==> src/hdl/rrts_pkg.sv <==
// Shared types and codes for the round robin task scheduler.
package rrts_pkg;

    // Request and result beats.
    typedef struct packed {
        logic [1:0] operation;
        logic [5:0] task_id;
    } req_t;

    typedef struct packed {
        logic [1:0] status;
        logic [5:0] granted_slot;
        logic       do_jump;
        logic [5:0] next_task;
        logic [6:0] running_count;
    } rsp_t;

    // Operation codes.
    localparam logic [1:0] OP_ALLOC = 2'd0;
    localparam logic [1:0] OP_RUN   = 2'd1;
    localparam logic [1:0] OP_TICK  = 2'd2;
    localparam logic [1:0] OP_SLEEP = 2'd3;

    // Result status codes.
    localparam logic [1:0] STATUS_DONE    = 2'd0;
    localparam logic [1:0] STATUS_NOFREE  = 2'd1;
    localparam logic [1:0] STATUS_IGNORED = 2'd2;

    // Stored slot flags. A free slot is never stored: every slot at or above
    // the allocation count is free.
    localparam logic [1:0] FLAG_IDLE = 2'd1;
    localparam logic [1:0] FLAG_RUN  = 2'd2;

    typedef enum logic [2:0] {
        S_INIT,
        S_IDLE,
        S_CHECK,
        S_SCAN,
        S_FINISH,
        S_JUMP,
        S_RESP
    } state_t;

endpackage

==> src/hdl/round_robin_task_scheduler.sv <==
// Top level of the round robin task scheduler with its slot and run list memories.
//
//   channel | dir | handshake            | payload
//   --------+-----+----------------------+------------------------------------
//   req     | in  | req_valid/req_ready  | rrts_pkg::req_t (operation, task_id)
//   rsp     | out | rsp_valid/rsp_ready  | rrts_pkg::rsp_t (status .. running_count)
//
// Path of a request: allocate goes straight to the response state; run passes a
// check state; tick reads the next run list entry in a jump state (skipped when
// fewer than two tasks run); sleep checks, walks the run list once through the one
// read port of the run list memory, finishes, and jumps when control jumps.
// Reset leads into an initialization state that marks slot 0 running and
// places it in run list entry 0; req_ready stays low in that state.
// A finished result sits in the rsp output register, so the next request is
// taken while the previous result still waits for rsp_ready.
module round_robin_task_scheduler #(
    parameter int MAX_SLOTS = 64
) (
    input  logic            clk,
    input  logic            rst_n,
    input  logic            req_valid,
    output logic            req_ready,
    input  rrts_pkg::req_t  req,
    output logic            rsp_valid,
    input  logic            rsp_ready,
    output rrts_pkg::rsp_t  rsp
);

    localparam int SLOT_W = (MAX_SLOTS > 1) ? $clog2(MAX_SLOTS) : 1;
    localparam int LEN_W  = $clog2(MAX_SLOTS + 1);

    // Slot flag memory and run list memory. Both are simple dual port with a
    // registered read. Flag data read at or above alloc_cnt_reg, and run list data
    // read at or above len_reg, is never used.
    logic [1:0] flag_mem [MAX_SLOTS];
    logic [5:0] list_mem [MAX_SLOTS];

    logic [SLOT_W-1:0] flag_raddr;
    logic [1:0]        flag_rdata_reg;
    logic              flag_we;
    logic [SLOT_W-1:0] flag_waddr;
    logic [1:0]        flag_wdata;

    logic [SLOT_W-1:0] list_raddr;
    logic [5:0]        list_rdata_reg;
    logic              list_we;
    logic [SLOT_W-1:0] list_waddr;
    logic [5:0]        list_wdata;

    // Control state.
    rrts_pkg::state_t  state_reg, state_next;
    logic [LEN_W-1:0]  len_reg, len_next;
    logic [SLOT_W-1:0] pos_reg, pos_next;
    logic [LEN_W-1:0]  alloc_cnt_reg, alloc_cnt_next;
    logic [LEN_W-1:0]  scan_addr_reg, scan_addr_next;
    logic              rvalid_reg, rvalid_next;
    logic              found_reg, found_next;
    logic              out_valid_reg, out_valid_next;

    // Payload state.
    rrts_pkg::req_t    cmd_reg, cmd_next;
    logic [SLOT_W-1:0] ridx_reg, ridx_next;
    logic [SLOT_W-1:0] found_idx_reg, found_idx_next;
    rrts_pkg::rsp_t    res_reg, res_next;
    rrts_pkg::rsp_t    out_reg, out_next;

    // Helpers for the combinational block.
    logic              id_ok;
    logic [LEN_W-1:0]  tick_pos;
    logic [SLOT_W-1:0] last_idx;
    logic [LEN_W-1:0]  new_len;
    logic [SLOT_W-1:0] adj_pos;
    logic              was_current;
    rrts_pkg::rsp_t    res_blank;

    assign req_ready = (state_reg == rrts_pkg::S_IDLE);
    assign rsp_valid = out_valid_reg;
    assign rsp       = out_reg;

    // Memories: read every cycle, write when enabled.
    always_ff @(posedge clk)
    begin
        if (flag_we)
        begin
            flag_mem[flag_waddr] <= flag_wdata;
        end
        flag_rdata_reg <= flag_mem[flag_raddr];
    end

    always_ff @(posedge clk)
    begin
        if (list_we)
        begin
            list_mem[list_waddr] <= list_wdata;
        end
        list_rdata_reg <= list_mem[list_raddr];
    end

    always_ff @(posedge clk or negedge rst_n)
    begin
        if (!rst_n)
        begin
            state_reg     <= rrts_pkg::S_INIT;
            len_reg       <= LEN_W'(1);
            pos_reg       <= '0;
            alloc_cnt_reg <= LEN_W'(1);
            scan_addr_reg <= '0;
            rvalid_reg    <= 1'b0;
            found_reg     <= 1'b0;
            out_valid_reg <= 1'b0;
        end
        else
        begin
            state_reg     <= state_next;
            len_reg       <= len_next;
            pos_reg       <= pos_next;
            alloc_cnt_reg <= alloc_cnt_next;
            scan_addr_reg <= scan_addr_next;
            rvalid_reg    <= rvalid_next;
            found_reg     <= found_next;
            out_valid_reg <= out_valid_next;
        end
    end

    always_ff @(posedge clk)
    begin
        cmd_reg       <= cmd_next;
        ridx_reg      <= ridx_next;
        found_idx_reg <= found_idx_next;
        res_reg       <= res_next;
        out_reg       <= out_next;
    end

    always_comb
    begin
        state_next     = state_reg;
        len_next       = len_reg;
        pos_next       = pos_reg;
        alloc_cnt_next = alloc_cnt_reg;
        scan_addr_next = scan_addr_reg;
        rvalid_next    = 1'b0;
        found_next     = found_reg;
        out_valid_next = out_valid_reg;
        cmd_next       = cmd_reg;
        ridx_next      = ridx_reg;
        found_idx_next = found_idx_reg;
        res_next       = res_reg;
        out_next       = out_reg;

        flag_raddr = '0;
        flag_we    = 1'b0;
        flag_waddr = '0;
        flag_wdata = rrts_pkg::FLAG_IDLE;
        list_raddr = '0;
        list_we    = 1'b0;
        list_waddr = '0;
        list_wdata = '0;

        res_blank               = '0;
        res_blank.status        = rrts_pkg::STATUS_DONE;
        res_blank.running_count = 7'(len_reg);

        // A slot number names an allocated slot only below the allocation count.
        id_ok = (32'(cmd_reg.task_id) < 32'(alloc_cnt_reg));

        tick_pos = LEN_W'(pos_reg) + LEN_W'(1);
        if (tick_pos >= len_reg)
        begin
            tick_pos = '0;
        end

        last_idx = SLOT_W'(len_reg - LEN_W'(1));
        new_len  = len_reg - LEN_W'(1);

        // Position after removing the entry at found_idx_reg.
        was_current = (found_idx_reg == pos_reg);
        adj_pos     = (found_idx_reg < pos_reg) ? (pos_reg - SLOT_W'(1)) : pos_reg;
        if (LEN_W'(adj_pos) >= new_len)
        begin
            adj_pos = '0;
        end

        // The output register frees up when its beat is taken.
        if (out_valid_reg && rsp_ready)
        begin
            out_valid_next = 1'b0;
        end

        unique case (state_reg)
            rrts_pkg::S_INIT:
            begin
                flag_we    = 1'b1;
                flag_waddr = '0;
                flag_wdata = rrts_pkg::FLAG_RUN;
                list_we    = 1'b1;
                list_waddr = '0;
                list_wdata = '0;
                state_next = rrts_pkg::S_IDLE;
            end

            rrts_pkg::S_IDLE:
            begin
                flag_raddr = SLOT_W'(req.task_id);
                if (req_valid)
                begin
                    cmd_next = req;
                    unique case (req.operation)
                        rrts_pkg::OP_ALLOC:
                        begin
                            // Free slots always form the range from the
                            // allocation count to the top, so the lowest one
                            // is the count itself.
                            res_next = res_blank;
                            if (32'(alloc_cnt_reg) < MAX_SLOTS)
                            begin
                                flag_we                = 1'b1;
                                flag_waddr             = SLOT_W'(alloc_cnt_reg);
                                flag_wdata             = rrts_pkg::FLAG_IDLE;
                                alloc_cnt_next         = alloc_cnt_reg + LEN_W'(1);
                                res_next.granted_slot  = 6'(alloc_cnt_reg);
                            end
                            else
                            begin
                                res_next.status = rrts_pkg::STATUS_NOFREE;
                            end
                            state_next = rrts_pkg::S_RESP;
                        end
                        rrts_pkg::OP_TICK:
                        begin
                            if (len_reg >= LEN_W'(2))
                            begin
                                pos_next   = SLOT_W'(tick_pos);
                                list_raddr = SLOT_W'(tick_pos);
                                state_next = rrts_pkg::S_JUMP;
                            end
                            else
                            begin
                                res_next   = res_blank;
                                state_next = rrts_pkg::S_RESP;
                            end
                        end
                        default:
                        begin
                            state_next = rrts_pkg::S_CHECK;
                        end
                    endcase
                end
            end

            rrts_pkg::S_CHECK:
            begin
                res_next        = res_blank;
                res_next.status = rrts_pkg::STATUS_IGNORED;
                state_next      = rrts_pkg::S_RESP;
                if (cmd_reg.operation == rrts_pkg::OP_RUN)
                begin
                    if (id_ok && flag_rdata_reg == rrts_pkg::FLAG_IDLE
                        && 32'(len_reg) < MAX_SLOTS)
                    begin
                        flag_we    = 1'b1;
                        flag_waddr = SLOT_W'(cmd_reg.task_id);
                        flag_wdata = rrts_pkg::FLAG_RUN;
                        list_we    = 1'b1;
                        list_waddr = SLOT_W'(len_reg);
                        list_wdata = cmd_reg.task_id;
                        len_next   = len_reg + LEN_W'(1);
                        res_next.status        = rrts_pkg::STATUS_DONE;
                        res_next.running_count = 7'(len_reg + LEN_W'(1));
                    end
                end
                else if (id_ok && flag_rdata_reg == rrts_pkg::FLAG_RUN)
                begin
                    scan_addr_next = '0;
                    found_next     = 1'b0;
                    state_next     = rrts_pkg::S_SCAN;
                end
            end

            rrts_pkg::S_SCAN:
            begin
                // Read the list front to back; once the slot is found, each
                // later entry is written back one place lower.
                if (scan_addr_reg < len_reg)
                begin
                    list_raddr     = SLOT_W'(scan_addr_reg);
                    ridx_next      = SLOT_W'(scan_addr_reg);
                    rvalid_next    = 1'b1;
                    scan_addr_next = scan_addr_reg + LEN_W'(1);
                end
                if (rvalid_reg)
                begin
                    if (found_reg)
                    begin
                        list_we    = 1'b1;
                        list_waddr = ridx_reg - SLOT_W'(1);
                        list_wdata = list_rdata_reg;
                    end
                    else if (list_rdata_reg == cmd_reg.task_id)
                    begin
                        found_next     = 1'b1;
                        found_idx_next = ridx_reg;
                    end
                    if (ridx_reg == last_idx)
                    begin
                        if (found_next)
                        begin
                            state_next = rrts_pkg::S_FINISH;
                        end
                        else
                        begin
                            res_next        = res_blank;
                            res_next.status = rrts_pkg::STATUS_IGNORED;
                            state_next      = rrts_pkg::S_RESP;
                        end
                    end
                end
            end

            rrts_pkg::S_FINISH:
            begin
                flag_we    = 1'b1;
                flag_waddr = SLOT_W'(cmd_reg.task_id);
                flag_wdata = rrts_pkg::FLAG_IDLE;
                len_next   = new_len;
                pos_next   = adj_pos;
                if (was_current && new_len != '0)
                begin
                    list_raddr = adj_pos;
                    state_next = rrts_pkg::S_JUMP;
                end
                else
                begin
                    res_next               = res_blank;
                    res_next.running_count = 7'(new_len);
                    state_next             = rrts_pkg::S_RESP;
                end
            end

            rrts_pkg::S_JUMP:
            begin
                res_next           = res_blank;
                res_next.do_jump   = 1'b1;
                res_next.next_task = list_rdata_reg;
                state_next         = rrts_pkg::S_RESP;
            end

            rrts_pkg::S_RESP:
            begin
                if (!out_valid_reg || rsp_ready)
                begin
                    out_next       = res_reg;
                    out_valid_next = 1'b1;
                    state_next     = rrts_pkg::S_IDLE;
                end
            end

            default:
            begin
                state_next = rrts_pkg::S_IDLE;
            end
        endcase
    end

    // The current position always lies inside the list, or is zero when empty.
    a_pos_in_list: assert property (@(posedge clk) disable iff (!rst_n)
        (LEN_W'(pos_reg) < len_reg || len_reg == '0) && LEN_W'(pos_reg) < MAX_SLOTS)
        else $error("current position outside the run list");

    // Running tasks are a subset of allocated slots.
    a_len_le_alloc: assert property (@(posedge clk) disable iff (!rst_n)
        len_reg <= alloc_cnt_reg && 32'(alloc_cnt_reg) <= MAX_SLOTS)
        else $error("run list longer than the allocated slot count");

    // A result beat only appears after the response state loaded it.
    a_rsp_from_resp: assert property (@(posedge clk) disable iff (!rst_n)
        $rose(out_valid_reg) |-> $past(state_reg) == rrts_pkg::S_RESP)
        else $error("result beat raised outside the response state");

    // A jump is only ever reported together with a completed request.
    a_jump_done: assert property (@(posedge clk) disable iff (!rst_n)
        out_valid_reg && out_reg.do_jump |-> out_reg.status == rrts_pkg::STATUS_DONE)
        else $error("jump reported with a failing status");

endmodule
==> config.mk <==
export PLATFORM = sky130hd
export DESIGN_NAME = round_robin_task_scheduler
export DESIGN_NICKNAME = d
export VERILOG_FILES = /design/src/hdl/rrts_pkg.sv /design/src/hdl/round_robin_task_scheduler.sv
export SDC_FILE = /design/constraint.sdc
export NUM_CORES = 1
export LEC_CHECK = 0
export ABC_CLOCK_PERIOD_IN_PS = 5100
export BUFFER_PORTS_ARGS = -buffer_cell sky130_fd_sc_hd__buf_4
export CAP_MARGIN = 20
export CORE_ASPECT_RATIO = 0.5
export CORE_MARGIN = 3
export CORE_UTILIZATION = 45
export CTS_CLUSTER_SIZE = 12
export DETAILED_ROUTE_END_ITERATION = 8
export GPL_TIMING_DRIVEN = 0
export MAX_ROUTING_LAYER = met4
export PLACE_DENSITY = 0.68
export SLEW_MARGIN = 30
export SYNTH_ARGS = -nofsm -noshare
export SYNTH_HDL_FRONTEND = slang
export SYNTH_SLANG_ARGS = --single-unit
==> constraint.sdc <==
create_clock -name clk -period 5.1 [get_ports clk]
set_input_delay 0.255 -clock clk [delete_from_list [all_inputs] [get_ports clk]]
set_output_delay 0.255 -clock clk [all_outputs]
set_load 0.05 [all_outputs]
==> qor.csv, run 1 <==
metric,value,unit
result_of_the_run,"finished, violations left",
failed_checks,setup timing,
cts_num_sinks,617,
worst_slack,-0.0783,ns
detail_route.first_pass.iterations,5,
synth_top_cells_by_area,"sky130_fd_sc_hd__edfxtp_1 (64%), sky130_fd_sc_hd__nand2_1 (6.2%), sky130_fd_sc_hd__nand3_1 (3.2%), sky130_fd_sc_hd__dfrtp_1 (2.9%), sky130_fd_sc_hd__nor2_1 (2.7%)",
final.setup_skew,0.0337,ns
gp_routability_congestion,0.978,
core,59500,µm²
yosys.cell_count.top_type,sky130_fd_sc_hd__edfxtp_1,
number_of_synthesized_flops_with_an_enable_pin,576,
detail_route.vias_per_cell,6.06,
area.growth.synth_to_final,18.2,%
most_frequent_cells_after_synthesis,"sky130_fd_sc_hd__edfxtp_1 (576), sky130_fd_sc_hd__nand2_1 (453), sky130_fd_sc_hd__nor2_1 (197), sky130_fd_sc_hd__nand3_1 (175), sky130_fd_sc_hd__a21oi_1 (76)",
finalHoldViolations,0,
required,5.55,ns
grt_antenna_before_repair,1,
syn-cell-area,27200,µm²
placed_cells,3131,
pin_count,36,
registers.top_by_ff_count,list_mem,
detail-route-antenna-nets,0,
yosys.area.top_type,sky130_fd_sc_hd__edfxtp_1,
groute.layer.met2.usage,38.5,%
netlist-cell-type-count,77,
criticalPathCategory,reg2reg,
biggestRegsByFlops,"list_mem (384), flag_mem (128)",
globalRouteMet3Util,4.60,%
slew_at_the_pin_closest_to_its_max_slew_limit,0.978,ns
grt_start_max_net_pins,65,
grtUsageMet1,34.4,%
async_flop_share,5.35,%
clock_buffers_created_by_tritoncts,58,
num-fill-cells,4860,
dr_total_vias,19800,
crit_path_end_kind,register,
synth_simple_gate_area_share,16.2,%
synth_seq_area_share,67.2,%
die_w,354,µm
die_area,63600,µm²
synth_compound_gate_area_share,9.01,%
first_global_vias,19000,
worst_ep_arrival_time,5.63,ns
post-route-drc-count,0,
clock-root-buffer,sky130_fd_sc_hd__clkbuf_16,
yosys_register_bits,617,
track_usage,25.5,%
worstHoldPathType,in2reg,
max_cap_viol_count,0,
initial_core_util,45.7,%
syn-num-nets,2319,
clk_latency,0.62,ns
p_leak,0.0109,µW
synthAdderAreaFrac,1.93,%
timing.final.crit_period,5.18,ns
path_max_fanout,10,
standard_cell_rows,63,
syn_avg_cell_area,12.0,µm²
irDropWorstVdd,0.000294,V
clk_slew_on_worst_s_h_paths,0.06,ns
drt_iter0_markers,2278,
synthesis.instances,2265,
setup-violations-final,5,
h-tree-depth,2,
synth_largest_type_area_fraction,63.6,%
max_freq,0.193,GHz
wl,80300,µm
post_synth_mux_area_share,1.68,%
post_route_cells_drive_above_1_share,14.8,%
synth_warnings,0,
largest_reg_flops,384,
grt_setup_unrepaired,yes,
critical_path_startpoint_category,register,
timing.final.max_slew_violations,0,
tritoncts,done,
synth-main-ff-cell,sky130_fd_sc_hd__edfxtp_1,
dp_hpwl,54700,µm
cts_max_path_buffers,3,
grt_first_pass_wirelength,119000,µm
power.density,463,nW/µm²
routed_wire_length_per_instance,24.6,µm
finalCritPeriodShare,102,%
largest_family_of_logic_cells_by_synthesized_area,simple AND/OR/NAND/NOR gates,
grt.overflow.total,0,
worst_slew_margin_rel,34.6,%
synth_xor_area_share,1.35,%
nNetsFinal,2483,
port_buffers,35,
die_height,180,µm
top_usage_layer,met2,
layout.cells.non_filler,3270,
design_power_total,14900,µW
-- logic make-up (layout without fill, tap and decap cells) --
kind of cell | count (synthesis) | in the layout
compound gates | 362 | 362
xor+xnor | 42 | 42
fa+ha+maj | 42 | 42
buf+inv | 166 | 358
flops | 617 | 617
mux | 45 | 45
other cells | 0 | 1
simple gates | 991 | 991
-- per-layer routing --
| metal | routed length [µm] | share of wire (%) |
|---|---|---|
| met1 | 32500 | 40 |
| met2 | 36000 | 45 |
| met3 | 8310 | 10 |
| met4 | 3450 | 4.3 |
| met5 | 0 | 0 |
-- final timing paths --
path / end / slack, ns / from / cells past startpoint
max in group asynchronous: alloc_cnt_reg[0] / 4.56 / rst_n / 2
setup / recovery: list_rdata_reg[5] / -0.08 / pos_reg[2] / 22
min in group asynchronous: pos_reg[5] / 0.17 / rst_n / 2
setup reg to reg: list_rdata_reg[5] / -0.08 / pos_reg[2] / 22
hold / removal: rsp_valid / 0.06 / rsp_ready / 3
hold reg to reg: rsp[21] / 0.42 / res_reg[21] / 0
-- timing repair --
| item | in CTS | in global routing |
|---|---|---|
| endpoints found under the hold margin | 41 | 0 |
| gates resized for setup | 179 | 84 |
| pin swaps | 30 | 40 |
| buffers inserted | 33 | 10 |
| hold buffers | 9 | 0 |
| endpoints found under the setup margin | 6 | 42 |
| gates cloned | 1 | 1 |
-- cell type report --
type | instances | area, µm² | share of cell area, %
multi-input combinational | 1482 | 8890 | 27.6
timing repair buffer | 107 | 1190 | 3.71
clock buffer | 85 | 1630 | 5.05
sequential | 617 | 18300 | 56.8
tap | 812 | 1020 | 3.16
antenna | 1 | 2.50 | 0.00778
clock inverter | 3 | 63.8 | 0.198
buffer | 120 | 922 | 2.87
inverter | 43 | 166 | 0.517
-- critical path, stage by stage (launching register included) --
cell and delay (ns):
sky130_fd_sc_hd__dfrtp_2 0.44, sky130_fd_sc_hd__inv_4 0.08, sky130_fd_sc_hd__ha_4 0.19, sky130_fd_sc_hd__o211ai_1 0.25, sky130_fd_sc_hd__a21oi_2 0.09, sky130_fd_sc_hd__o21ai_2 0.21, sky130_fd_sc_hd__buf_4 0.14, sky130_fd_sc_hd__buf_4 0.10
sky130_fd_sc_hd__nand2_1 0.09, sky130_fd_sc_hd__xnor2_2 0.22, sky130_fd_sc_hd__ha_1 0.23, sky130_fd_sc_hd__a21o_1 0.15, sky130_fd_sc_hd__a211o_1 0.30, sky130_fd_sc_hd__a41o_4 0.28, sky130_fd_sc_hd__a211oi_4 0.33, sky130_fd_sc_hd__a21o_1 0.29
sky130_fd_sc_hd__buf_8 0.20, sky130_fd_sc_hd__buf_6 0.20, sky130_fd_sc_hd__nand2_2 0.20, sky130_fd_sc_hd__o21ai_4 0.24, sky130_fd_sc_hd__a311oi_1 0.07, sky130_fd_sc_hd__or3_1 0.37, sky130_fd_sc_hd__a211o_1 0.34
-- layout by cell type, fill, tap and decap left out, drive strengths merged, types with 12 or more instances in the layout --
cell,n
edfxtp,576
nand2,453
nor2,197
nand3,175
buf,164
clkbuf,139
a21oi,77
o21ai,70
and3,52
ha,42
inv,42
mux2i,40
dfrtp,31
a31oi,30
xnor2,29
nor3,22
a22oi,22
o211ai,20
a211oi,19
and2,18
a311oi,16
a21o,15
nand2b,14
or3,13
xor2,13
a22o,13
o22ai,13
nand4,12
-- power by group --
part           total (µW)  leakage [µW]  internal, µW  switching (µW)
Combinational        4660       0.00489          1590            3070
Sequential           6220       0.00521          6040             183
Clock                4010      0.000814          2220            1790
-- metrics by stage --
step	TNS (ns)	cell area, µm²	utilization (%)	setup WS [ns]	hold WS [ns]
2_1_floorplan	0	27200	-	0.109	-0.0406
3_3_place_gp	-978.62	28500	47.9	-3.08	0.248
3_5_place_dp	-11.48	29000	48.8	-1.97	0.253
4_1_cts	-0.265	31800	53.4	-0.122	0.0604
5_1_grt	-0.906	32200	54.1	-0.198	0.0829
6_report	-0.281	32200	54.1	-0.0783	0.0565
Power figures use the tool's default switching activity.
==> run 2, diff against run 1 <==
--- a/config.mk
+++ b/config.mk
@@ -15,7 +15,7 @@
 export DETAILED_ROUTE_END_ITERATION = 8
 export GPL_TIMING_DRIVEN = 0
 export MAX_ROUTING_LAYER = met4
-export PLACE_DENSITY = 0.68
+export PLACE_DENSITY = 0.74
 export SLEW_MARGIN = 30
 export SYNTH_ARGS = -nofsm -noshare
 export SYNTH_HDL_FRONTEND = slang
==> run 2 against run 1 <==
  * The run still ends with setup timing left
  * Sequential power is essentially flat
  * Clock-buffer cell count shrank 2
  * Worst setup slack lost 0.15 ns
  * Via count grew 1.4%
  * Register-to-register slack lost 0.15 ns
  * Final cell count grew 0.40%
  * Sequential share of layout area shrank 0.16 points
==> qor.csv, run 2 (synthesis gave the netlist of run 1 again) <==
metric,value,unit,change
worst_slack,-0.228,ns,-0.150 ns
slew_at_the_pin_closest_to_its_max_slew_limit,1.10,ns,+0.118 ns
layout.cells.most_common_list,"sky130_fd_sc_hd__edfxtp_1 (576), sky130_fd_sc_hd__nand2_1 (450), sky130_fd_sc_hd__nor2_1 (179), sky130_fd_sc_hd__nand3_1 (174), sky130_fd_sc_hd__buf_4 (105)",,
standard_cell_rows,63,,unchanged
grt_start_max_net_pins,65,,unchanged
max_cap_viol_count,0,,unchanged
detail_route.first_pass.iterations,8,,+3
grt_first_pass_wirelength,119000,µm,-0.52%
clock_power_share,26.5,%,-0.4 points
initial_core_util,45.7,%,unchanged
worstHoldPathType,in2reg,,
worst_ep_arrival_time,5.81,ns,+0.18 ns
power.share.switching,34.3,%,+0.46 points
cts_max_path_buffers,3,,unchanged
area.growth.synth_to_final,18.6,%,
layout_commonest_cell,sky130_fd_sc_hd__edfxtp_1,,
clk_slew_on_worst_s_h_paths,0.07,ns,about the same
layout.cells.non_filler,3283,,+0.40%
die_w,354,µm,unchanged
critical_path_startpoint_category,register,,
clk_latency,0.62,ns,about the same
power.density,464,nW/µm²,+0.20%
pin_count,36,,unchanged
core,59500,µm²,unchanged
stage_delay_of_the_slowest_cell_on_the_critical_path,0.43,ns,about the same
timing.final.max_slew_violations,0,,unchanged
nNetsFinal,2496,,+0.52%
path_buf_inv,3,,-2
failed_checks,setup timing,,
port_buffers,35,,unchanged
path_max_fanout,10,,unchanged
gp_routability_congestion,0.987,,+1.0%
met2WireLength,36600,µm,+1.6%
placed_cells,3131,,unchanged
worstRegToRegCells,20,,-9.1%
reg2reg_slack,-0.23,ns,-0.15 ns
track_usage,25.2,%,-0.31 points
routed_wire_length_per_instance,24.7,µm,+0.74%
die_area,63600,µm²,unchanged
clock_buffers_created_by_tritoncts,58,,unchanged
post_route_cells_drive_above_1_share,15.4,%,+0.61 points
first_global_vias,19100,,+0.53%
wl,81200,µm,+1.1%
path_cells,inv_4 > ha_4 > o211ai_1 > a21oi_2 > o21ai_4 > nand4b_1 > xnor2_4 > ha_4 > a21o_1 > a211o_1 > a41o_4 > a211oi_4 > a21o_1 > buf_4 > buf_4 > nand2_4 > o21ai_2 > a311oi_1 > or3_1 > a211o_1,,
dr_total_vias,20100,,+1.4%
placed_area,29000,µm²,about the same
postLayoutCellArea,32300,µm²,+0.28%
registers.top_by_ff_count,list_mem,,
biggestRegsByFlops,"list_mem (384), flag_mem (128)",,
required,5.58,ns,+0.03 ns
seq_power_share,41.7,%,about the same
grt_antenna_before_repair,1,,unchanged
h-tree-depth,2,,unchanged
finalCritPeriodShare,104,%,+2.9 points
irDropWorstVdd,0.000310,V,+5.2%
worst_slew_margin_rel,26.7,%,-7.9 points
die_height,180,µm,unchanged
dp_hpwl,54000,µm,-1.2%
drt-met1-wl,31000,µm,-4.7%
max_freq,0.188,GHz,-2.8%
comb_power_share,31.8,%,+0.5 points
grt_setup_unrepaired,yes,,
power_report.internal_total,9830,µW,-0.21%
detail_route.vias_per_cell,6.13,,+1.0%
drt_iter0_markers,2959,,+30%
design_power_total,15000,µW,+0.49%
setup-violations-final,6,,+1
cts_num_sinks,617,,unchanged
timing.critical_path.slowest_stage_cell,sky130_fd_sc_hd__dfrtp_1,,
route.met3.wl,10100,µm,+22%
detail-route-antenna-nets,0,,unchanged
result_of_the_run,"finished, violations left",,
finalHoldViolations,0,,unchanged
crit-reg2reg-launch,pos_reg[2],,
criticalPathCategory,reg2reg,,
final.setup_skew,0.0303,ns,-0.00332 ns
tritoncts,done,,
crit_path_end_kind,register,,
min_to,rsp_valid,,
clock-root-buffer,sky130_fd_sc_hd__clkbuf_16,,
timing.final.crit_period,5.33,ns,+0.150 ns
min_from,rsp_ready,,
dr.max_layer_used,met4,,
regToRegEndpoint,list_rdata_reg[5],,
p_leak,0.0110,µW,+0.70%
path_delay_family,compound AO/OA/AOI/OAI gates,,
largest_reg_flops,384,,unchanged
grt.overflow.total,0,,unchanged
total_net_switching_power,5140,µW,+1.8%
post-route-drc-count,0,,unchanged
min_path_cells,3,,unchanged
==> run 2: what timing repair did <==
item / CTS / global route
pin swaps: 25 / 42
setup endpoints to repair: 6 / 60
cloned: 1 / 3
setup buffers: 29 / 24
gates resized for setup: 161 / 106
hold buffers: 9 / 0
endpoints found under the hold margin: 41 / 0
==> run 2: how the worst max path moves through the flow <==
| stage | depth (start not counted) | end | startpoint | slack, ns |
|---|---|---|---|---|
| 6_report | 20 | list_rdata_reg[5] | pos_reg[2] | -0.23 |
| 5_1_grt | 22 | list_rdata_reg[2] | pos_reg[2] | -0.32 |
| 4_1_cts | 22 | list_rdata_reg[3] | pos_reg[2] | -0.06 |
| 3_5_place_dp | 22 | list_rdata_reg[1] | pos_reg[2] | -1.98 |
| 3_3_place_gp | 11 | flag_mem[21][0] | alloc_cnt_reg[1] | -2.93 |
| 2_1_floorplan | 21 | list_rdata_reg[0] | pos_reg[2] | 0.11 |
==> run 2: worst min-delay path: stages <==
cell                       delay, ns
sky130_fd_sc_hd__buf_4          0.07
sky130_fd_sc_hd__nand2b_1       0.21
sky130_fd_sc_hd__nand2_1        0.08
==> run 2: per-stage QoR <==
step	setup WS (ns)	utilization (%)	hold slack (ns)	setup TNS, ns
3_5_place_dp	-1.98	48.8	0.257	-11.45
5_1_grt	-0.316	54.2	0.0725	-1.29
6_report	-0.228	54.2	0.0677	-1.05
3_3_place_gp	-2.93	47.9	0.240	-914.50
2_1_floorplan	0.109	-	-0.0406	0
4_1_cts	-0.0606	53.2	0.0532	-0.104
==> run 2: final cells by class <==
type	instances	area [µm²]
Antenna cell	1	2.50
Sequential cell	617	18300
Tap cell	812	1020
Inverter	43	173
Timing Repair Buffer	120	1330
Buffer	120	898
Clock buffer	83	1590
Clock inverter	5	48.8
Fill cell	4746	27200
Multi-Input combinational cell	1482	8920
==> run 2: power by group through the flow <==
| stage | clock network, µW | registers, µW | logic [µW] |
|---|---|---|---|
| after CTS | 3960 | 6230 | 4380 |
| after global placement | 0 | 6370 | 3780 |
| after floorplan | 0 | 6330 | 2490 |
| after detailed placement | 0 | 6330 | 4000 |
| final | 3960 | 6240 | 4770 |
| after global routing | 4180 | 6270 | 5040 |
==> run 2: per-layer routing <==
metal  vias up  global-route usage, %
li1       8690                      -
met1      9739                   33.5
met2      1413                   38.5
met3       275                   5.19
met4         0                   9.21
met5         -                      -
